===== src/rtl/core/qpkt_pkg.sv =====
// Shared types and constants for the quadratic-probe keyed slot table.
// Depends on nothing; every other file in rtl/core refers to it by scoped names.
`timescale 1ns / 1ps
`default_nettype none

package qpkt_pkg;

  localparam int TABLE_SIZE = 64;
  localparam int IDX_W      = $clog2(TABLE_SIZE);
  localparam int KEY_W      = 64;
  localparam int TYPE_W     = 4;
  localparam int SLOT_W     = 6;
  localparam int STATUS_W   = 3;

  typedef enum logic [STATUS_W-1:0] {
    ST_HIT     = 3'd0,
    ST_NEW     = 3'd1,
    ST_RETYPE  = 3'd2,
    ST_FULL    = 3'd3,
    ST_CLEARED = 3'd4
  } status_t;

  typedef enum logic [0:0] {
    ACT_LOOKUP = 1'b0,
    ACT_CLEAR  = 1'b1
  } action_t;

  // Request from the probe sequencer to the slot memory.
  typedef struct packed {
    logic              rd_en;
    logic              wr_en;
    logic              clr;
    logic [IDX_W-1:0]  addr;
    logic [KEY_W-1:0]  wr_key;
    logic [TYPE_W-1:0] wr_type;
  } mem_req_t;

  // Result word handed from the sequencer to the output register.
  typedef struct packed {
    logic [SLOT_W-1:0] slot;
    status_t           status;
  } res_t;

endpackage

`default_nettype wire


===== src/rtl/core/qpkt_slot_mem.sv =====
// Slot memory: key and type per slot, registered read, per-slot valid bits.
// Depends on qpkt_pkg. An invalid slot reads as key zero, type zero.
`timescale 1ns / 1ps
`default_nettype none

module qpkt_slot_mem (
  input  wire logic                       clk,
  input  wire logic                       rst,
  input  wire qpkt_pkg::mem_req_t         req,
  output logic [qpkt_pkg::KEY_W-1:0]      rd_key,
  output logic [qpkt_pkg::TYPE_W-1:0]     rd_type
);

  logic [qpkt_pkg::TYPE_W+qpkt_pkg::KEY_W-1:0] mem [qpkt_pkg::TABLE_SIZE];
  logic [qpkt_pkg::TABLE_SIZE-1:0]             valid;
  logic [qpkt_pkg::TYPE_W+qpkt_pkg::KEY_W-1:0] rd_word;
  logic                                        rd_vld;

  always_ff @(posedge clk) begin
    if (req.wr_en) begin
      mem[req.addr] <= {req.wr_type, req.wr_key};
    end
    if (req.rd_en) begin
      rd_word <= mem[req.addr];
    end
  end

  always_ff @(posedge clk) begin
    if (rst || req.clr) begin
      valid  <= '0;
      rd_vld <= 1'b0;
    end else begin
      if (req.wr_en) begin
        valid[req.addr] <= 1'b1;
      end
      if (req.rd_en) begin
        rd_vld <= valid[req.addr];
      end
    end
  end

  assign rd_key  = rd_vld ? rd_word[qpkt_pkg::KEY_W-1:0] : '0;
  assign rd_type = rd_vld ? rd_word[qpkt_pkg::TYPE_W+qpkt_pkg::KEY_W-1:qpkt_pkg::KEY_W] : '0;

endmodule

`default_nettype wire


===== src/rtl/core/qpkt_probe_seq.sv =====
// Probe sequencer: walks (key + i*i) mod size one slot per read/check pair.
// Depends on qpkt_pkg; drives qpkt_slot_mem through a mem_req_t.
`timescale 1ns / 1ps
`default_nettype none

module qpkt_probe_seq (
  input  wire logic                       clk,
  input  wire logic                       rst,
  input  wire logic                       in_valid,
  output logic                            in_ready,
  input  wire qpkt_pkg::action_t          in_action,
  input  wire logic [qpkt_pkg::KEY_W-1:0] in_key,
  input  wire logic [qpkt_pkg::TYPE_W-1:0] in_type,
  output qpkt_pkg::mem_req_t              mem_req,
  input  wire logic [qpkt_pkg::KEY_W-1:0] rd_key,
  input  wire logic [qpkt_pkg::TYPE_W-1:0] rd_type,
  output logic                            res_valid,
  output qpkt_pkg::res_t                  res,
  input  wire logic                       res_ready
);

  typedef enum logic [3:0] {
    S_IDLE   = 4'b0001,
    S_READ   = 4'b0010,
    S_CHECK  = 4'b0100,
    S_RESULT = 4'b1000
  } state_t;

  localparam logic [qpkt_pkg::IDX_W-1:0] LAST_PROBE = qpkt_pkg::IDX_W'(qpkt_pkg::TABLE_SIZE - 1);

  state_t                        state, state_next;
  logic [qpkt_pkg::KEY_W-1:0]    key;
  logic [qpkt_pkg::TYPE_W-1:0]   etype;
  logic [qpkt_pkg::IDX_W-1:0]    probe;
  logic [qpkt_pkg::IDX_W-1:0]    sq;
  logic [qpkt_pkg::IDX_W-1:0]    idx;
  qpkt_pkg::res_t                res_next;
  logic                          accept;
  logic                          held_empty;
  logic                          held_match;

  // Shared probe adder: table size is a power of two, so mod is the low bits.
  assign idx        = key[qpkt_pkg::IDX_W-1:0] + sq;
  assign held_empty = (rd_key == '0);
  assign held_match = (rd_key == key);

  assign in_ready  = (state == S_IDLE);
  assign accept    = in_valid && in_ready;
  assign res_valid = (state == S_RESULT);

  always_comb begin
    state_next      = state;
    res_next        = res;
    mem_req         = '0;
    mem_req.addr    = idx;
    mem_req.wr_key  = key;
    mem_req.wr_type = etype;
    unique case (state)
      S_IDLE: begin
        if (accept) begin
          if (in_action == qpkt_pkg::ACT_CLEAR) begin
            mem_req.clr = 1'b1;
            res_next    = '{slot: '0, status: qpkt_pkg::ST_CLEARED};
            state_next  = S_RESULT;
          end else begin
            state_next = S_READ;
          end
        end
      end
      S_READ: begin
        mem_req.rd_en = 1'b1;
        state_next    = S_CHECK;
      end
      S_CHECK: begin
        if (held_empty || held_match) begin
          res_next.slot = qpkt_pkg::SLOT_W'(idx);
          if (held_empty) begin
            mem_req.wr_en   = 1'b1;
            res_next.status = qpkt_pkg::ST_NEW;
          end else if (rd_type != etype) begin
            mem_req.wr_en   = 1'b1;
            res_next.status = qpkt_pkg::ST_RETYPE;
          end else begin
            res_next.status = qpkt_pkg::ST_HIT;
          end
          state_next = S_RESULT;
        end else if (probe == LAST_PROBE) begin
          res_next   = '{slot: '0, status: qpkt_pkg::ST_FULL};
          state_next = S_RESULT;
        end else begin
          state_next = S_READ;
        end
      end
      S_RESULT: begin
        if (res_ready) begin
          state_next = S_IDLE;
        end
      end
      default: state_next = S_IDLE;
    endcase
  end

  always_ff @(posedge clk) begin
    if (rst) begin
      state <= S_IDLE;
    end else begin
      state <= state_next;
    end
  end

  always_ff @(posedge clk) begin
    res <= res_next;
    if (accept) begin
      key   <= in_key;
      etype <= in_type;
      probe <= '0;
      sq    <= '0;
    end else if (state == S_CHECK) begin
      // advance i and keep i*i incrementally: (i+1)^2 = i^2 + 2i + 1
      probe <= probe + 1'b1;
      sq    <= sq + {probe[qpkt_pkg::IDX_W-2:0], 1'b1};
    end
  end

endmodule

`default_nettype wire


===== src/rtl/core/quadratic_probe_keyed_table.sv =====
// Top level of the quadratic-probe keyed slot table: stream ports and output register.
// Depends on qpkt_pkg, qpkt_slot_mem and qpkt_probe_seq.
`timescale 1ns / 1ps
`default_nettype none

// Keyed slot table with 64 slots and quadratic probing. A lookup word
// (s_tuser = 0) probes slot (key + i*i) mod 64 for i = 0..63 and claims the
// first slot that is empty or already holds the key, writing key and type as
// needed; the result word gives the slot and a status of hit, new insert,
// type changed, or table full (slot 0). A clear word (s_tuser = 1) empties the
// whole table by clearing all per-slot valid bits together and reports "cleared".
// Key zero matches only empty slots and never occupies one.
// Timing: one word at a time. Each probe is a registered read of the
// single-port slot memory, then the compare. A lookup settles on probe k
// (k = 1..64, 64 when the table is full) and its result word then moves into
// the output register, which drives m_tvalid. A clear word skips the probes
// and goes straight to its result. The next input word is taken as soon as
// the result has moved into the output register, even while that result
// still waits for m_tready. After reset the table is empty at once.
module quadratic_probe_keyed_table (
  input  wire logic        clk,
  input  wire logic        rst,
  input  wire logic        s_tvalid,
  output logic             s_tready,
  input  wire logic [71:0] s_tdata,   // [63:0] key, [67:64] entry_type, [71:68] zero
  input  wire logic        s_tuser,   // [0] action
  output logic             m_tvalid,
  input  wire logic        m_tready,
  output logic [15:0]      m_tdata    // [5:0] slot, [8:6] status, [15:9] zero
);

  qpkt_pkg::mem_req_t                  mem_req;
  logic [qpkt_pkg::KEY_W-1:0]          rd_key;
  logic [qpkt_pkg::TYPE_W-1:0]         rd_type;
  logic                                res_valid;
  logic                                res_ready;
  qpkt_pkg::res_t                      res;
  qpkt_pkg::res_t                      out_res;
  logic [71:qpkt_pkg::KEY_W+qpkt_pkg::TYPE_W] pad_unused;

  // Padding bits of the input word carry nothing.
  assign pad_unused = s_tdata[71:qpkt_pkg::KEY_W+qpkt_pkg::TYPE_W];

  qpkt_slot_mem u_mem (
    .clk     (clk),
    .rst     (rst),
    .req     (mem_req),
    .rd_key  (rd_key),
    .rd_type (rd_type)
  );

  qpkt_probe_seq u_seq (
    .clk       (clk),
    .rst       (rst),
    .in_valid  (s_tvalid),
    .in_ready  (s_tready),
    .in_action (qpkt_pkg::action_t'(s_tuser)),
    .in_key    (s_tdata[qpkt_pkg::KEY_W-1:0]),
    .in_type   (s_tdata[qpkt_pkg::KEY_W+qpkt_pkg::TYPE_W-1:qpkt_pkg::KEY_W]),
    .mem_req   (mem_req),
    .rd_key    (rd_key),
    .rd_type   (rd_type),
    .res_valid (res_valid),
    .res       (res),
    .res_ready (res_ready)
  );

  // Output register: load a finished result whenever the register is free or
  // its current word is being taken this cycle; otherwise hold the sequencer.
  assign res_ready = !m_tvalid || m_tready;

  always_ff @(posedge clk) begin
    if (rst) begin
      m_tvalid <= 1'b0;
    end else if (res_valid && res_ready) begin
      m_tvalid <= 1'b1;
    end else if (m_tready) begin
      m_tvalid <= 1'b0;
    end
  end

  always_ff @(posedge clk) begin
    if (res_valid && res_ready) begin
      out_res <= res;
    end
  end

  assign m_tdata = {7'd0, out_res.status, out_res.slot};

  // A taken word keeps the sequencer busy for at least the next cycle.
  a_busy_after_accept: assert property (@(posedge clk) disable iff (rst)
    (s_tvalid && s_tready) |=> !s_tready)
    else $error("input taken again right after acceptance");

  // Full and cleared results always report slot zero.
  a_zero_slot: assert property (@(posedge clk) disable iff (rst)
    (m_tvalid && (out_res.status == qpkt_pkg::ST_FULL ||
                  out_res.status == qpkt_pkg::ST_CLEARED)) |-> (out_res.slot == '0))
    else $error("full or cleared result with nonzero slot");

  // The memory is never read or cleared in the same cycle as it is written.
  a_no_rw_clash: assert property (@(posedge clk) disable iff (rst)
    mem_req.wr_en |-> !mem_req.rd_en && !mem_req.clr)
    else $error("slot memory read/clear collides with a write");

  // A clear word produces a cleared result next.
  a_clear_result: assert property (@(posedge clk) disable iff (rst)
    (s_tvalid && s_tready && s_tuser) |=> (res_valid && res.status == qpkt_pkg::ST_CLEARED))
    else $error("clear did not produce a cleared result");

endmodule

`default_nettype wire


===== config.mk =====
export PLATFORM = sky130hd
export DESIGN_NAME = quadratic_probe_keyed_table
export DESIGN_NICKNAME = d
export VERILOG_FILES = /design/src/rtl/core/qpkt_pkg.sv /design/src/rtl/core/qpkt_slot_mem.sv /design/src/rtl/core/qpkt_probe_seq.sv /design/src/rtl/core/quadratic_probe_keyed_table.sv
export SDC_FILE = /design/constraint.sdc
export NUM_CORES = 2
export LEC_CHECK = 0
export ABC_AREA = 0
export BUFFER_PORTS_ARGS = -buffer_cell sky130_fd_sc_hd__buf_2
export CAP_MARGIN = 20
export CELL_PAD_IN_SITES_DETAIL_PLACEMENT = 2
export CELL_PAD_IN_SITES_GLOBAL_PLACEMENT = 2
export CORE_MARGIN = 8
export CORE_UTILIZATION = 49
export DETAILED_ROUTE_END_ITERATION = 12
export PLACE_DENSITY_LB_ADDON = 0.25
export SLEW_MARGIN = 0
export SYNTH_ARGS = -nofsm -noshare
export SYNTH_HDL_FRONTEND = slang
export SYNTH_MEMORY_MAX_BITS = 65536
export SYNTH_SLANG_ARGS = --single-unit

===== constraint.sdc =====
create_clock -name clk -period 11 [get_ports clk]
set_input_delay 1.65 -clock clk [delete_from_list [all_inputs] [get_ports clk]]
set_output_delay 1.65 -clock clk [all_outputs]
set_load 0.02 [all_outputs]

==> results of run 1 <==
-- cells by family after synthesis --
logic type                 share of synthesized area, %
DFF                                               82.42
muxes                                            0.2937
and+or+nand+nor                                   4.353
buffers and inverters                             1.539
AOI/OAI and AO/OA                                 11.02
adders and majority gates                       0.09940
xor gates and xnor gates                         0.2688
other                                          0.002257
-- through the flow --
step                    area [um2]  setup WS (ns)  hold slack [ns]  cells
after floorplan             166200          2.466           0.4003   9092
after global placement      173600          4.333           0.4022  13440
==> results.sh, run 1 <==
export IMPL_hpwl_um=461900
export IMPL_ys_seq_area_share_pct=82.42
export IMPL_status="aborted with a tool error"
export IMPL_synth_most_common_cell="edfxtp_1"
export IMPL_die_w_um=598.3
export IMPL_synth_common_cells="4506 x edfxtp_1, 1079 x a22oi_1, 651 x a222oi_1"
export IMPL_ys_types=67
export IMPL_gp_congestion=0.8268
export IMPL_error="[ERROR DPL-0033] detailed placement checks failed during check placement."
export IMPL_fp_dieH_um=598.3
export IMPL_haltStage="detailed placement (3_5_place_dp)"
export IMPL_netlist_instances=9086
export IMPL_synth_edf_count=4506
export IMPL_ioPinCount=95
export IMPL_syn_avg_cell_area_um2=18.29
export IMPL_netlist_area_leader_share_pct=81.43
export IMPL_rows=214
export IMPL_synth_async_sr_flop_share_pct=0
export IMPL_ys_seq_elements=4588
export IMPL_start_util_pct=49.06
export IMPL_synth_ff_type="edfxtp_1"
export IMPL_ys_warn_count=0
export IMPL_io_buffers=83
export IMPL_synth_area_mm2=0.1662
export IMPL_yosysTopAreaCell="edfxtp_1"
export IMPL_synth_area_leaders="edfxtp_1 81%, a22oi_1 4.9%, a222oi_1 3.9%"
==> run 2, diff against run 1 <==
--- a/config.mk
+++ b/config.mk
@@ -8,12 +8,10 @@
 export ABC_AREA = 0
 export BUFFER_PORTS_ARGS = -buffer_cell sky130_fd_sc_hd__buf_2
 export CAP_MARGIN = 20
-export CELL_PAD_IN_SITES_DETAIL_PLACEMENT = 2
-export CELL_PAD_IN_SITES_GLOBAL_PLACEMENT = 2
 export CORE_MARGIN = 8
-export CORE_UTILIZATION = 49
+export CORE_UTILIZATION = 40
 export DETAILED_ROUTE_END_ITERATION = 12
-export PLACE_DENSITY_LB_ADDON = 0.25
+export PLACE_DENSITY_LB_ADDON = 0.15
 export SLEW_MARGIN = 0
 export SYNTH_ARGS = -nofsm -noshare
 export SYNTH_HDL_FRONTEND = slang
==> results.sh, run 2 <==
export IMPL_ys_seq_elements=4588
export IMPL_ant_nets=0
export IMPL_period_needed_ns=6.612
export IMPL_p_comb_share_pct=5.8
export IMPL_tightest_slew_ns=1.213
export IMPL_area_growth_syn_to_layout_pct=14.23
export IMPL_drc_errors=0
export IMPL_p_total_uw=36730
export IMPL_hold_viol_final=0
export IMPL_grt_pass1_wl_um=795400
export IMPL_drive_gt1_share_pct=13.00
export IMPL_path_clk_slew_ns=0.06
export IMPL_maxCapViolCount=0
export IMPL_min_path_type="reg -> reg"
export IMPL_first_pass_iters=10
export IMPL_p_int_uw=28320
export IMPL_power_density_mw_per_mm2=193.5
export IMPL_crit_type="reg -> reg"
export IMPL_yosysTopAreaCell="edfxtp_1"
export IMPL_tritoncts="done"
export IMPL_synth_area_leaders="edfxtp_1 81%, a22oi_1 4.9%, a222oi_1 3.9%"
export IMPL_synth_edf_count=4506
export IMPL_p_switching_uw=8409
export IMPL_start_util_pct=40.19
export IMPL_gp_congestion=0.8320
export IMPL_die_w_um=660.5
export IMPL_totalWireLength_um=591000
export IMPL_finalNetCount=9531
export IMPL_max_slew_margin_rel_pct=19.14
export IMPL_netSwitchingFraction_pct=22.90
export IMPL_grt_overflow=0
export IMPL_ys_seq_area_share_pct=82.42
export IMPL_initialDrtViolationCount=18160
export IMPL_clock_latency_ns=1.02
export IMPL_arrival_ns=7.20
export IMPL_cts_buffer_depth=4
export IMPL_ys_warn_count=0
export IMPL_grt_max_degree=97
export IMPL_largest_reg_flops=4352
export IMPL_power_frac_seq_pct=52.7
export IMPL_rows=236
export IMPL_netlist_instances=9086
export IMPL_htreeDepth=5
export IMPL_die_area_mm2=0.4363
export IMPL_cts_resized=0
export IMPL_vias=99510
export IMPL_postCtsHoldBufs=0
export IMPL_path_max_fanout=65
export IMPL_postCtsSetupBuffers=0
export IMPL_wl_per_cell_um=38.61
export IMPL_synth_area_mm2=0.1662
export IMPL_synth_ff_type="edfxtp_1"
export IMPL_cp_end_kind="flop"
export IMPL_place_inst=14450
export IMPL_setup_worst_path_start_class="flop"
export IMPL_min_period_over_period_pct=60.11
export IMPL_tns_ns=0
export IMPL_grt_pass1_vias=94480
export IMPL_synth_common_cells="4506 x edfxtp_1, 1079 x a22oi_1, 651 x a222oi_1"
export IMPL_cts_buffers_inserted=465
export IMPL_power_leakage_uw=0.05718
export IMPL_synth_async_sr_flop_share_pct=0
export IMPL_hpwl_um=314400
export IMPL_ys_types=67
export IMPL_synth_most_common_cell="edfxtp_1"
export IMPL_layoutNonFillerInstCount=15310
export IMPL_fp_dieH_um=660.5
export IMPL_ioPinCount=95
export IMPL_maxSlewViolCount=0
export IMPL_final_common_cell="edfxtp_1"
export IMPL_netlist_area_leader_share_pct=81.43
export IMPL_numClockSinks=4588
export IMPL_max_freq_mhz=151.2
export IMPL_clkPwrFrac_pct=41.4
export IMPL_io_buffers=83
export IMPL_finalClockSkew_ns=0.06366
export IMPL_core_mm2=0.4134
export IMPL_mostFrequentLayoutCells="4506 x edfxtp_1, 1079 x a22oi_1, 651 x a222oi_1, 595 x nand2_1, 467 x clkbuf_16"
export IMPL_ir_drop_mv=0.1378
export IMPL_critPathRequiredTime_ns=11.58
export IMPL_syn_avg_cell_area_um2=18.29
export IMPL_antenna_found_initial=32
export IMPL_top_regs="u_mem.mem x4352, u_mem.rd_word x68"
export IMPL_track_usage_pct=26.00
export IMPL_status="finished, final reports clean"
export IMPL_root_buffer="clkbuf_16"
export IMPL_vias_per_cell=6.501
export IMPL_finalSetupViolCount=0
export IMPL_grt_setup_unrepaired="no"
export IMPL_top_register="u_mem.mem"
run 2: cell counts after synthesis:
Identical to the previous run, type by type.
run 2: kinds of logic after synthesis:
logic type	after synthesis	share of synthesized area, %
DFF	4588	82.42
adders and majority gates	12	0.09940
other	1	0.002257
buffers and inverters	650	1.539
and+or+nand+nor	1447	4.353
AOI/OAI and AO/OA	2308	11.02
xor gates and xnor gates	51	0.2688
muxes	29	0.2937
run 2: final timing paths:
kind                                        start  slack (ns)  depth (start not counted)                to
worst max-delay path            u_mem.rd_word[36]        4.39                         11  u_mem.mem[7][26]
worst min-delay path                 u_seq.res[8]        0.42                          0        m_tdata[5]
worst max register to register  u_mem.rd_word[36]        4.39                         11  u_mem.mem[7][26]
worst min register to register       u_seq.res[8]        0.42                          0        m_tdata[5]
run 2: through the flow:
step	setup WS [ns]	util, %	area, um2	hold slack, ns
after floorplan	2.466	-	166200	0.4003
after global placement	4.650	42.36	175100	0.4082
after detailed placement	4.633	42.39	175200	0.4063
after CTS	4.584	45.91	189800	0.4225
after global routing	4.458	45.91	189800	0.4308
final	4.388	45.92	189800	0.4197
run 2: power by group through the flow:
| stage | logic, uW | clock network (uW) | registers (uW) |
|---|---|---|---|
| 2_1_floorplan | 881 | 0 | 19900 |
| 3_3_place_gp | 2080 | 0 | 19700 |
| 3_5_place_dp | 2110 | 0 | 19700 |
| 4_1_cts | 2110 | 15400 | 19400 |
| 5_1_grt | 2210 | 16000 | 19400 |
| 6_report | 2140 | 15200 | 19400 |
run 2: cell type report:
cell class                      instances  area [um2]
Antenna cell                           11       27.53
Clock buffer                          566       12060
Clock inverter                        280        2476
Fill cell                           35120      223600
Inverter                               16       62.56
Multi-Input combinational cell       3854       27200
Sequential cell                      4588      137000
Tap cell                             5474        6849
Timing Repair Buffer                  517        4185
run 2: critical path, stage by stage, from the launching register on:
cell and delay (ns):
edfxtp_1 0.48, nor4_1 0.86, nand4_1 0.22, nor4_2 0.95
nor2_1 0.41, nor2_4 0.16, buf_4 0.60, a21oi_4 0.02
buf_4 0.44, nor3_2 0.28, buf_4 0.69, buf_4 0.87
run 2: layer usage:
layer	GRT usage (%)	wire length [um]
met1	37.18	238000
met2	40.57	268300
met3	4.863	64820
met4	8.002	19900
met5	0	13
Note: power is estimated with default switching activity, not from simulation.
